## src/rtl/bgcs_pkg.sv

```systemverilog
`default_nettype none

package bgcs_pkg;

	localparam int MAX_WIDTH  = 1024;
	localparam int MAX_HEIGHT = 1024;

	localparam int COL_W     = 10;
	localparam int ROW_W     = 10;
	localparam int DIM_W     = 11;
	localparam int CFG_IDX_W = 1;
	localparam int WIN_W     = 9;
	localparam int NSLOT     = 4;
	localparam int SLOT_W    = 2;
	localparam int LINE_W    = 2;

	// Result queue between the window stage and the output register
	localparam int FIFO_AW    = 2;
	localparam int FIFO_DEPTH = 1 << FIFO_AW;
	localparam int OCC_W      = FIFO_AW + 1;

	localparam logic [DIM_W-1:0] WIDTH_RESET  = DIM_W'(64);
	localparam logic [DIM_W-1:0] HEIGHT_RESET = DIM_W'(64);

	typedef enum logic [CFG_IDX_W-1:0] {
		CFG_GRID_WIDTH  = 1'b0,
		CFG_GRID_HEIGHT = 1'b1
	} cfg_reg_t;

	// Result slots of one cell, in output order
	typedef enum logic [SLOT_W-1:0] {
		SLOT_UP_LEFT  = 2'd0,
		SLOT_UP_SELF  = 2'd1,
		SLOT_LOW_LEFT = 2'd2,
		SLOT_LOW_SELF = 2'd3
	} slot_t;

	typedef struct packed {
		logic [WIN_W-1:0] win;
		logic [COL_W-1:0] col;
		logic [ROW_W-1:0] row;
		logic [NSLOT-1:0] slots;
	} bgcs_rec_t;

	// Shift a new right-hand column in: t = top, m = middle, b = bottom
	function automatic logic [WIN_W-1:0] shift_col(input logic [WIN_W-1:0] win,
			input logic t, input logic m, input logic b);
		shift_col = {b, win[8:7], m, win[5:4], t, win[2:1]};
	endfunction

	// 4-5 rule on the eight neighbors of the window center
	function automatic logic smooth(input logic [WIN_W-1:0] win);
		logic [3:0] cnt;
		cnt = 4'd0;
		for (int i = 0; i < WIN_W; i++) begin
			if (i != 4)
				cnt = cnt + 4'(win[i]);
		end
		if (cnt > 4'd4)
			smooth = 1'b1;
		else if (cnt < 4'd4)
			smooth = 1'b0;
		else
			smooth = win[4];
	endfunction

	function automatic logic [DIM_W-1:0] eff_dim(input logic [DIM_W-1:0] v,
			input logic [DIM_W-1:0] maxv);
		if (v == '0)
			eff_dim = DIM_W'(1);
		else if (v > maxv)
			eff_dim = maxv;
		else
			eff_dim = v;
	endfunction

endpackage

`default_nettype wire

```

## src/rtl/binary_grid_cave_smoothing.sv

```systemverilog
`default_nettype none
// A cell's first smoothed word passes the stage-1 registers, queue and output register.
// The input takes one cell per cycle while the queue has room; the output port moves one
// word per cycle while out_ready is high; row-end and last-row cells give up to four words.
// Line stores share one 2-bit x MAX_WIDTH RAM, read and written once per cell.
// Reset: counters, window and queue clear; sizes return to 64 x 64; line RAM is not cleared.
module binary_grid_cave_smoothing (
	input  wire logic                               clk,
	input  wire logic                               arst_n,
	input  wire logic                               cfg_valid,
	output logic                                    cfg_ready,
	input  wire logic [bgcs_pkg::CFG_IDX_W-1:0]     cfg_index,
	input  wire logic [bgcs_pkg::DIM_W-1:0]         cfg_data,
	input  wire logic                               in_valid,
	output logic                                    in_ready,
	input  wire logic                               cell_wall,
	output logic                                    out_valid,
	input  wire logic                               out_ready,
	output logic      [bgcs_pkg::COL_W-1:0]         out_col,
	output logic      [bgcs_pkg::ROW_W-1:0]         out_row,
	output logic                                    new_wall,
	output logic                                    map_done
);

	import bgcs_pkg::*;

	localparam logic [DIM_W-1:0] MAX_W_DIM = DIM_W'(MAX_WIDTH);
	localparam logic [DIM_W-1:0] MAX_H_DIM = DIM_W'(MAX_HEIGHT);

	logic [DIM_W-1:0] grid_width_q, grid_height_q;
	logic [COL_W-1:0] col_count_q;
	logic [ROW_W-1:0] row_count_q;
	logic [WIN_W-1:0] window_q;

	logic             valid_s1, cell_s1, row_end_s1, last_s1;
	logic [COL_W-1:0] col_s1;
	logic [ROW_W-1:0] row_s1;
	logic              fwd_hit_s1;
	logic [LINE_W-1:0] fwd_data_s1;

	logic              in_accept, row_end, last_row;
	logic [DIM_W-1:0]  eff_w, eff_h;
	logic [OCC_W-1:0]  occ, inflight;
	logic [LINE_W-1:0] ram_rdata, line, wdata;
	logic              top, mid;
	logic [WIN_W-1:0]  base, win_new;
	bgcs_rec_t         rec;
	logic              push;

	assign cfg_ready = 1'b1;

	always_ff @(posedge clk or negedge arst_n) begin
		if (!arst_n) begin
			grid_width_q  <= WIDTH_RESET;
			grid_height_q <= HEIGHT_RESET;
		end else if (cfg_valid) begin
			unique case (cfg_reg_t'(cfg_index))
				CFG_GRID_WIDTH:  grid_width_q  <= cfg_data;
				CFG_GRID_HEIGHT: grid_height_q <= cfg_data;
				default: ;
			endcase
		end
	end

	// Input side: position and row/map end flags
	always_comb begin
		inflight  = occ + OCC_W'(valid_s1);
		in_ready  = inflight < OCC_W'(FIFO_DEPTH);
		in_accept = in_valid && in_ready;
		eff_w     = eff_dim(grid_width_q, MAX_W_DIM);
		eff_h     = eff_dim(grid_height_q, MAX_H_DIM);
		row_end   = (DIM_W'(col_count_q) + DIM_W'(1)) >= eff_w;
		last_row  = (DIM_W'(row_count_q) + DIM_W'(1)) >= eff_h;
	end

	always_ff @(posedge clk or negedge arst_n) begin
		if (!arst_n) begin
			col_count_q <= '0;
			row_count_q <= '0;
		end else if (in_accept) begin
			if (row_end) begin
				col_count_q <= '0;
				row_count_q <= last_row ? '0 : row_count_q + ROW_W'(1);
			end else begin
				col_count_q <= col_count_q + COL_W'(1);
			end
		end
	end

	bgcs_ram #(
		.WIDTH (LINE_W),
		.DEPTH (MAX_WIDTH)
	) u_line_ram (
		.clk   (clk),
		.we    (valid_s1),
		.waddr (col_s1),
		.wdata (wdata),
		.re    (in_accept),
		.raddr (col_count_q),
		.rdata (ram_rdata)
	);

	always_ff @(posedge clk or negedge arst_n) begin
		if (!arst_n) begin
			valid_s1   <= 1'b0;
			fwd_hit_s1 <= 1'b0;
		end else begin
			valid_s1   <= in_accept;
			// read and write of the same column in one cycle: take the new word
			fwd_hit_s1 <= in_accept && valid_s1 && (col_s1 == col_count_q);
		end
	end

	always_ff @(posedge clk) begin
		fwd_data_s1 <= wdata;
		if (in_accept) begin
			col_s1     <= col_count_q;
			row_s1     <= row_count_q;
			cell_s1    <= cell_wall;
			row_end_s1 <= row_end;
			last_s1    <= last_row;
		end
	end

	// Stage 1: line words back, shift the window, update the line stores
	always_comb begin
		line    = fwd_hit_s1 ? fwd_data_s1 : ram_rdata;
		top     = (row_s1 >= ROW_W'(2)) ? line[1] : 1'b1;
		mid     = (row_s1 != '0) ? line[0] : 1'b1;
		wdata   = {line[0], cell_s1};
		base    = (col_s1 == '0) ? '1 : window_q;
		win_new = shift_col(base, top, mid, cell_s1);

		rec.win   = win_new;
		rec.col   = col_s1;
		rec.row   = row_s1;
		rec.slots[SLOT_UP_LEFT]  = (row_s1 != '0) && (col_s1 != '0);
		rec.slots[SLOT_UP_SELF]  = (row_s1 != '0) && row_end_s1;
		rec.slots[SLOT_LOW_LEFT] = last_s1 && (col_s1 != '0);
		rec.slots[SLOT_LOW_SELF] = last_s1 && row_end_s1;
		push = valid_s1 && (rec.slots != '0);
	end

	always_ff @(posedge clk or negedge arst_n) begin
		if (!arst_n) begin
			window_q <= '0;
		end else if (valid_s1) begin
			window_q <= win_new;
		end
	end

	bgcs_emit u_emit (
		.clk       (clk),
		.arst_n    (arst_n),
		.push      (push),
		.push_rec  (rec),
		.occ       (occ),
		.out_valid (out_valid),
		.out_ready (out_ready),
		.out_col   (out_col),
		.out_row   (out_row),
		.new_wall  (new_wall),
		.map_done  (map_done)
	);

endmodule

`default_nettype wire

```

## src/rtl/bgcs_ram.sv

```systemverilog
`default_nettype none

module bgcs_ram #(
	parameter int WIDTH = 2,
	parameter int DEPTH = 1024,
	localparam int AW = $clog2(DEPTH)
) (
	input  wire logic             clk,
	input  wire logic             we,
	input  wire logic [AW-1:0]    waddr,
	input  wire logic [WIDTH-1:0] wdata,
	input  wire logic             re,
	input  wire logic [AW-1:0]    raddr,
	output logic      [WIDTH-1:0] rdata
);

	logic [WIDTH-1:0] mem [DEPTH];

	always_ff @(posedge clk) begin
		if (we)
			mem[waddr] <= wdata;
	end

	always_ff @(posedge clk) begin
		if (re)
			rdata <= mem[raddr];
	end

endmodule

`default_nettype wire

```

## src/rtl/bgcs_emit.sv

```systemverilog
`default_nettype none

module bgcs_emit (
	input  wire logic                           clk,
	input  wire logic                           arst_n,
	input  wire logic                           push,
	input  wire bgcs_pkg::bgcs_rec_t            push_rec,
	output logic      [bgcs_pkg::OCC_W-1:0]     occ,
	output logic                                out_valid,
	input  wire logic                           out_ready,
	output logic      [bgcs_pkg::COL_W-1:0]     out_col,
	output logic      [bgcs_pkg::ROW_W-1:0]     out_row,
	output logic                                new_wall,
	output logic                                map_done
);

	import bgcs_pkg::*;

	bgcs_rec_t          rec_q [FIFO_DEPTH];
	logic [FIFO_AW-1:0] wr_ptr_q, rd_ptr_q;
	logic [OCC_W-1:0]   occ_q;
	logic [NSLOT-1:0]   done_q;

	logic             out_valid_q;
	logic [COL_W-1:0] out_col_q;
	logic [ROW_W-1:0] out_row_q;
	logic             new_wall_q, map_done_q;

	bgcs_rec_t        head;
	logic [NSLOT-1:0] rem, sel_oh;
	slot_t            sel;
	logic             load, last, pop;
	logic [WIN_W-1:0] low, eval_win;
	logic [COL_W-1:0] res_col;
	logic [ROW_W-1:0] res_row;
	logic             res_done;

	always_comb begin
		head = rec_q[rd_ptr_q];
		rem  = head.slots & ~done_q;
		sel  = SLOT_UP_LEFT;
		for (int i = NSLOT - 1; i >= 0; i--) begin
			if (rem[i])
				sel = slot_t'(i);
		end
		sel_oh = NSLOT'(1) << sel;
		last   = (rem & ~sel_oh) == '0;
		load   = (occ_q != '0) && (!out_valid_q || out_ready);
		pop    = load && last;
		low    = {3'b111, head.win[8:3]};

		unique case (sel)
			SLOT_UP_LEFT: begin
				res_col  = head.col - COL_W'(1);
				res_row  = head.row - ROW_W'(1);
				eval_win = head.win;
				res_done = 1'b0;
			end
			SLOT_UP_SELF: begin
				res_col  = head.col;
				res_row  = head.row - ROW_W'(1);
				eval_win = shift_col(head.win, 1'b1, 1'b1, 1'b1);
				res_done = 1'b0;
			end
			SLOT_LOW_LEFT: begin
				res_col  = head.col - COL_W'(1);
				res_row  = head.row;
				eval_win = low;
				res_done = 1'b0;
			end
			SLOT_LOW_SELF: begin
				res_col  = head.col;
				res_row  = head.row;
				eval_win = shift_col(low, 1'b1, 1'b1, 1'b1);
				res_done = 1'b1;
			end
			default: begin
				res_col  = head.col;
				res_row  = head.row;
				eval_win = head.win;
				res_done = 1'b0;
			end
		endcase
	end

	always_ff @(posedge clk) begin
		if (push)
			rec_q[wr_ptr_q] <= push_rec;
	end

	always_ff @(posedge clk or negedge arst_n) begin
		if (!arst_n) begin
			wr_ptr_q <= '0;
			rd_ptr_q <= '0;
			occ_q    <= '0;
			done_q   <= '0;
		end else begin
			if (push)
				wr_ptr_q <= wr_ptr_q + FIFO_AW'(1);
			if (pop)
				rd_ptr_q <= rd_ptr_q + FIFO_AW'(1);
			if (push && !pop)
				occ_q <= occ_q + OCC_W'(1);
			else if (pop && !push)
				occ_q <= occ_q - OCC_W'(1);
			// track slots already sent from the head record
			if (pop)
				done_q <= '0;
			else if (load)
				done_q <= done_q | sel_oh;
		end
	end

	always_ff @(posedge clk or negedge arst_n) begin
		if (!arst_n) begin
			out_valid_q <= 1'b0;
		end else if (load) begin
			out_valid_q <= 1'b1;
		end else if (out_ready) begin
			out_valid_q <= 1'b0;
		end
	end

	always_ff @(posedge clk) begin
		if (load) begin
			out_col_q  <= res_col;
			out_row_q  <= res_row;
			new_wall_q <= smooth(eval_win);
			map_done_q <= res_done;
		end
	end

	assign occ       = occ_q;
	assign out_valid = out_valid_q;
	assign out_col   = out_col_q;
	assign out_row   = out_row_q;
	assign new_wall  = new_wall_q;
	assign map_done  = map_done_q;

endmodule

`default_nettype wire

```

## config.mk

```make
export PLATFORM = sky130hd
export DESIGN_NAME = binary_grid_cave_smoothing
export DESIGN_NICKNAME = d
export VERILOG_FILES = /design/src/rtl/bgcs_pkg.sv /design/src/rtl/binary_grid_cave_smoothing.sv /design/src/rtl/bgcs_ram.sv /design/src/rtl/bgcs_emit.sv
export SDC_FILE = /design/constraint.sdc
export NUM_CORES = 2
export LEC_CHECK = 0
export BUFFER_PORTS_ARGS = -buffer_cell sky130_fd_sc_hd__buf_2
export CAP_MARGIN = 20
export CORE_ASPECT_RATIO = 0.5
export CORE_MARGIN = 1
export CORE_UTILIZATION = 42
export DETAILED_ROUTE_END_ITERATION = 12
export MAX_ROUTING_LAYER = met4
export PLACE_DENSITY = 0.58
export SLEW_MARGIN = 30
export SYNTH_ARGS = -nofsm -noshare
export SYNTH_HDL_FRONTEND = slang
export SYNTH_SLANG_ARGS = --single-unit
export TNS_END_PERCENT = 20
```

## constraint.sdc

```tcl
create_clock -name clk -period 16.6 [get_ports clk]
set_clock_uncertainty 0.15 [all_clocks]
set_input_delay 1.66 -clock clk [delete_from_list [all_inputs] [get_ports clk]]
set_output_delay 1.66 -clock clk [all_outputs]
set_load 0.02 [all_outputs]
```

# After elaboration in Yosys (flattened, before gate mapping)
# Memories as Yosys holds them, arrays and structs flattened. A register that Yosys moved wholly into a read port is not among the register bits.
# Index checks and enable logic that the tools add are counted.
# op_classes
magnitude_cmp	8
eq_ne	4
reduce_logical	36
shifts	1
bitwise_logic	6
muxes	37
addsub	18
# op_table
operator	count
two-way mux 11 bit	4
two-way mux 4 bit	10
case mux 10 bit (2 select lines)	2
case mux 9 bit (4 select lines)	1
adder 4 x 1 -> 4 bit	7
adder 10 x 1 -> 11 bit, second input constant	2
>= comparator 11 bit	2
> comparator 11 bit, second input constant	2
logical NOT 11 bit	2
adder 10 x 1 -> 10 bit, second input constant	2
two-way mux 10 bit	2
nonzero test 10 bit	2
subtractor 10 x 1 -> 10 bit, second input constant	2
logical AND 1 bit	12
equality test 10 bit	1
>= comparator 10 x 2 -> 1 bit, second input constant	1
logical NOT 10 bit	1
two-way mux 2 bit	5
two-way mux 1 bit	9
two-way mux 9 bit	1
bitwise AND 4 bit	2
NOT 4 bit	2
OR reduction 2 bit	4
two-way mux 3 bit	2
other kinds (22)	30
# word_totals
output_inout_bits	25
ff_bits	112
word_cells	134
ram_bits	2180
mem_count	2
inputBits	18
# mem_list
memory	depth	word_bits	read_ports	rd_ports_with_merged_regs	wr	line_no	source
u_line_ram.mem	1024	2	1	1	1	bgcs_ram.sv:17	logic [WIDTH-1:0] mem [DEPTH];
u_emit.rec_q	4	33	1	0	1	bgcs_emit.sv:19	bgcs_rec_t rec_q [FIFO_DEPTH];

# Depth between registers and ports, before layout
# logic_depth
depth_word	25
ltp_mapped	23
ltp_nobuf	22

# Modules after synthesis
# From an unflattened synthesis, not the netlist that was laid out.
# unflattened
hier_cells	5547
hier_area_um2	94868.5
# modules_own_cells
mod	area_per_inst_um2	cells_per_inst	instances	seq_area_each_um2
bgcs_ram	83777.8	4793	1	61559.0
bgcs_emit	7159.4	398	1	4924.7
binary_grid_cave_smoothing	3931.3	356	1	1984.4

# Worst setup path before layout
# OpenSTA, ideal clock, no wires.
# synth_path
kind	flip-flop to flip-flop
startpoint	register cell_s1
endpoint	memory u_emit.rec_q[0][32] (netlist bit), data pin
required_time_ns	13.765
stages_incl_launch_ff	1
synth_period_minus_slack_ns	14.919
setup_slack_ns	1.681
setup_ns	2.685
arrival_time_ns	12.084
path_buffers	0
cell_sequence	edfxtp_1
# synth_rtl
item	line_no	source
start, declared	binary_grid_cave_smoothing.sv:35	logic valid_s1, cell_s1, row_end_s1, last_s1;
start signal, assigned	binary_grid_cave_smoothing.sv:119	cell_s1 <= cell_wall;
end, declared	bgcs_emit.sv:19	
# No word-level cell before the write port.

# Final worst setup path
# layout_path
startpoint	register u_emit.rd_ptr_q[0]
endpoint	register u_emit.new_wall_q, in the netlist u_emit.new_wall, data pin
# layout_between
elab_chain_cells	25
word_cells_on_any_way	29
classes_between	add/sub: 7; order compare: 2; eq/ne: 3; mux: 14; bitwise: 1; reduce/logical: 1; memory: 1
# layout_lines
item	line_no	source
start, declared	bgcs_emit.sv:20	logic [FIFO_AW-1:0] wr_ptr_q, rd_ptr_q;
start signal, assigned	bgcs_emit.sv:101	rd_ptr_q <= rd_ptr_q + FIFO_AW'(1);
memory read (4 x 33 bit) (*)	--	
bitwise AND 4 bit	bgcs_emit.sv:40	rem = head.slots & ~done_q;
two-way mux 2 bit (4 in a row)	bgcs_emit.sv:43	if (rem[i])
equality test 2 bit, or another cell as far along	bgcs_emit.sv:52	unique case (sel)
case mux 9 bit (4 select lines) (*)	bgcs_emit.sv:52	
two-way mux 4 bit	bgcs_emit.sv:125	if (load) begin
adder 4 x 1 -> 4 bit	bgcs_pkg.sv:57	cnt = cnt + 4'(win[i]);
two-way mux 4 bit	bgcs_emit.sv:125	
(+6 left out)	--	
adder 4 x 1 -> 4 bit	bgcs_pkg.sv:57	
two-way mux 4 bit	bgcs_emit.sv:125	
adder 4 x 1 -> 4 bit	bgcs_pkg.sv:57	
two-way mux 4 bit	bgcs_emit.sv:125	
adder 4 x 1 -> 4 bit	bgcs_pkg.sv:57	
two-way mux 4 bit	bgcs_emit.sv:125	
less-than comparator 4 x 3 -> 1 bit	bgcs_pkg.sv:61	else if (cnt < 4'd4)
two-way mux 1 bit	bgcs_pkg.sv:61	
end signal, assigned	bgcs_emit.sv:128	new_wall_q <= smooth(eval_win);
end, declared	bgcs_emit.sv:27	logic new_wall_q, map_done_q;
# Every way passes the cells marked *; elsewhere a longest branch is shown, timed or not. The select of a mux whose other input is x is not followed.
# A chain may end at the register's enable or synchronous reset.

==> results.cfg <==
[yosys]
synth_cells = 5446
synth_cell_type_count = 72
synth.largest_area_cell = edfxtp_1
synth-edff-count = 2227
syn_area_mm2 = 0.0941
yosys_warnings = 0
synth_adder_area_share_pct = 0.657
synth-compound-area-share_pct = 3.04
yosys.area_share.simple_pct = 6.39
synth_mux_area_share_pct = 14.3
synth_fp_nets = 5510
synth_area_leaders = edfxtp_1 71%, mux4_2 12%, nor2_1 4.4%
syn_area_per_cell_um2 = 17.3
synth_xor_area_share_pct = 0.531
synth_top_family_by_area = multiplexers
netlist.area_leader.share_pct = 71.1
yosysSeqAreaShare_pct = 72.8
synth.top_cells.by_count = 2,227 x edfxtp_1, 1,099 x nor2_1, 497 x mux4_2
synth-seq-cells = 2291
synth.most_common_cell = edfxtp_1
synth_ff_type = edfxtp_1
synth-async-reset-ratio_pct = 2.71

[sta]
hold_viol_final = 0
tns_ps = 0
setup_violations = 0
finalMaxSlewViolations = 0
fmax_ghz = 0.149
rsz0062_at_grt = no
worst_pin_slew_ps = 1120
whs_ps = 320
min_period_ps = 6720
finalCritPeriodShare_pct = 40.5
slew_headroom_pct = 25.6

[global_route]
grt_max_degree = 242
antenna_found_initial = 16
overflow = 0
grtUsageTotal_pct = 23.8
grt_pass1_wl_mm = 375
grt_pass1_vias = 52072

[layout]
syn2layout_area_growth_pct = 11.0
nets = 5478
drive_gt1_share_pct = 19.7

[floorplanning]
die-area_mm2 = 0.226
start_util_pct = 42.4
coreArea_mm2 = 0.222
ios = 43
die_y_um = 337
die_w_um = 671
num_rows = 122

[drt]
routed_wl_mm = 263
vias_per_cell = 6.04
drt_iter0_markers = 6861
drt-pass1-iter-count = 6
drcViolationCount = 0
vias = 51699
routedWlPerCell_um = 30.7
ant_nets = 0

[power]
p_per_area_mw_per_mm2 = 170
irDropWorstVdd_mv = 0.393
power_leakage_nw = 31.5

[clock_tree]
clock-sinks = 2291
cts_resized = 0
postCtsHoldBufs = 0
cts_inserted_buffers = 213
cts.path.max_buffers = 4
clk_latency_ps = 850
cts_tree = yes
htreeDepth = 4
clk_pin_slew_worst_paths_ps = 70
clock-root-buffer = clkbuf_16
post-cts-setup-buffers = 0

[placed_design]
port_buffers = 41
hpwl_mm = 147
gp_congestion = 0.842

[worst_setup_path]
cp.arrival_ps = 7120
crit_path_start_kind = register
critPathMaxFanout = 15
critPathKind = reg -> reg
cp-end-kind = register
regToRegSetupSlack_ps = 9880
worst_ep_required_time_ps = 17000

[hold_path]
hp-class = reg -> reg

[job]
cap_violations = 0

[run_status]
status = finished clean
routing by layer:
layer | vias up | wire length [µm] | track usage (%)
met5 | - | 0 | -
met4 | 0 | 5920 | 5.36
met3 | 374 | 26600 | 4.61
met2 | 2662 | 120000 | 35.5
met1 | 27423 | 111000 | 34.0
li1 | 21240 | - | -
final cells by class:
cell class,count,area (µm²)
clock buffer,276,5670
fill,18600,118000
inverter,28,105
timing repair buffer,181,1490
tap,2976,3720
sequential,2291,68500
multi-input combinational,2699,23900
clock inverter,106,1030
antenna,9,22.5
layout by cell type, fill, tap and decap left out, types with 32 or more instances in the layout:
master,n
nand2_2,33
xnor2_1,39
mux2i_1,170
buf_4,115
clkinv_1,40
a21oi_1,78
a22oi_1,79
clkbuf_1,55
ha_1,43
clkbuf_16,215
dfrtp_1,52
mux4_2,497
edfxtp_1,2227
nor2_1,1097
o21ai_0,55
o22ai_1,32
nand2_1,131
buf_2,41
final timing paths:
check                                    from               to  depth (start not counted)
max                        u_emit.rd_ptr_q[0]  u_emit.new_wall                         21
min                            row_count_q[6]        row_s1[6]                          0
max reg2reg                u_emit.rd_ptr_q[0]  u_emit.new_wall                         21
min reg2reg                    row_count_q[6]        row_s1[6]                          0
max in group asynchronous              arst_n   col_count_q[0]                          1
min in group asynchronous              arst_n    u_emit.occ[2]                          1
state kept, by name, summed over array words and instances, names as in the netlist, 2 cells and up:
register	flops
u_emit.out_row	10
u_emit.occ	3
window_q	6
row_s1	10
u_emit.out_col	10
grid_width_q	11
fwd_data_s1	2
col_s1	10
u_emit.wr_ptr_q	2
row_count_q	10
u_emit.done_q	4
u_line_ram.rdata	2
grid_height_q	11
col_count_q	10
u_line_ram.mem	2048
u_emit.rd_ptr_q	2
u_emit.rec_q	132
through the flow:
step / utilization, % / instances / area (µm²) / worst slack [ps] / power (mW)
6_report: 47.0 / 8566 / 104000 / 9880 / 17.8
5_1_grt: 47.0 / 8565 / 104000 / 9490 / 18.4
4_1_cts: 47.0 / 8555 / 104000 / 9860 / 17.8
3_5_place_dp: 44.0 / 8173 / 97600 / 9890 / 13.0
3_3_place_gp: 43.9 / 8171 / 97400 / 9970 / 13.0
2_1_floorplan: - / 5446 / 94100 / 1680 / 11.6
worst max-delay path, stage by stage (launching register included):
cell	delay (ps)
dfrtp_2	670
mux4_2	580
nor2b_1	170
or2_2	320
nor2_1	500
nor2_1	180
a221oi_1	340
nand2_1	140
a21oi_1	270
fa_1	470
inv_1	70
ha_1	260
ha_1	350
ha_1	220
xnor2_1	130
xnor2_1	220
ha_1	300
ha_1	270
a211o_1	220
a311oi_1	370
or3_1	170
o211ai_1	80
report_power, final:
part | internal (mW) | total (mW) | leakage, nW | switching (mW)
registers | 7.14 | 7.33 | 20.8 | 0.195
logic | 2.15 | 5.60 | 7.40 | 3.45
clock network | 2.70 | 4.82 | 3.26 | 2.12
total | 12.0 | 17.8 | 31.5 | 5.77
cell families (layout without fill, tap and decap cells):
group,count (synthesis),after routing
AOI/OAI and AO/OA,411,411
xor gates and xnor gates,57,57
adders and majority gates,48,48
buffers and inverters,456,591
DFF,2291,2291
muxes,707,707
other,1,10
and+or+nand+nor,1475,1475
Power figures use the tool's default switching activity.
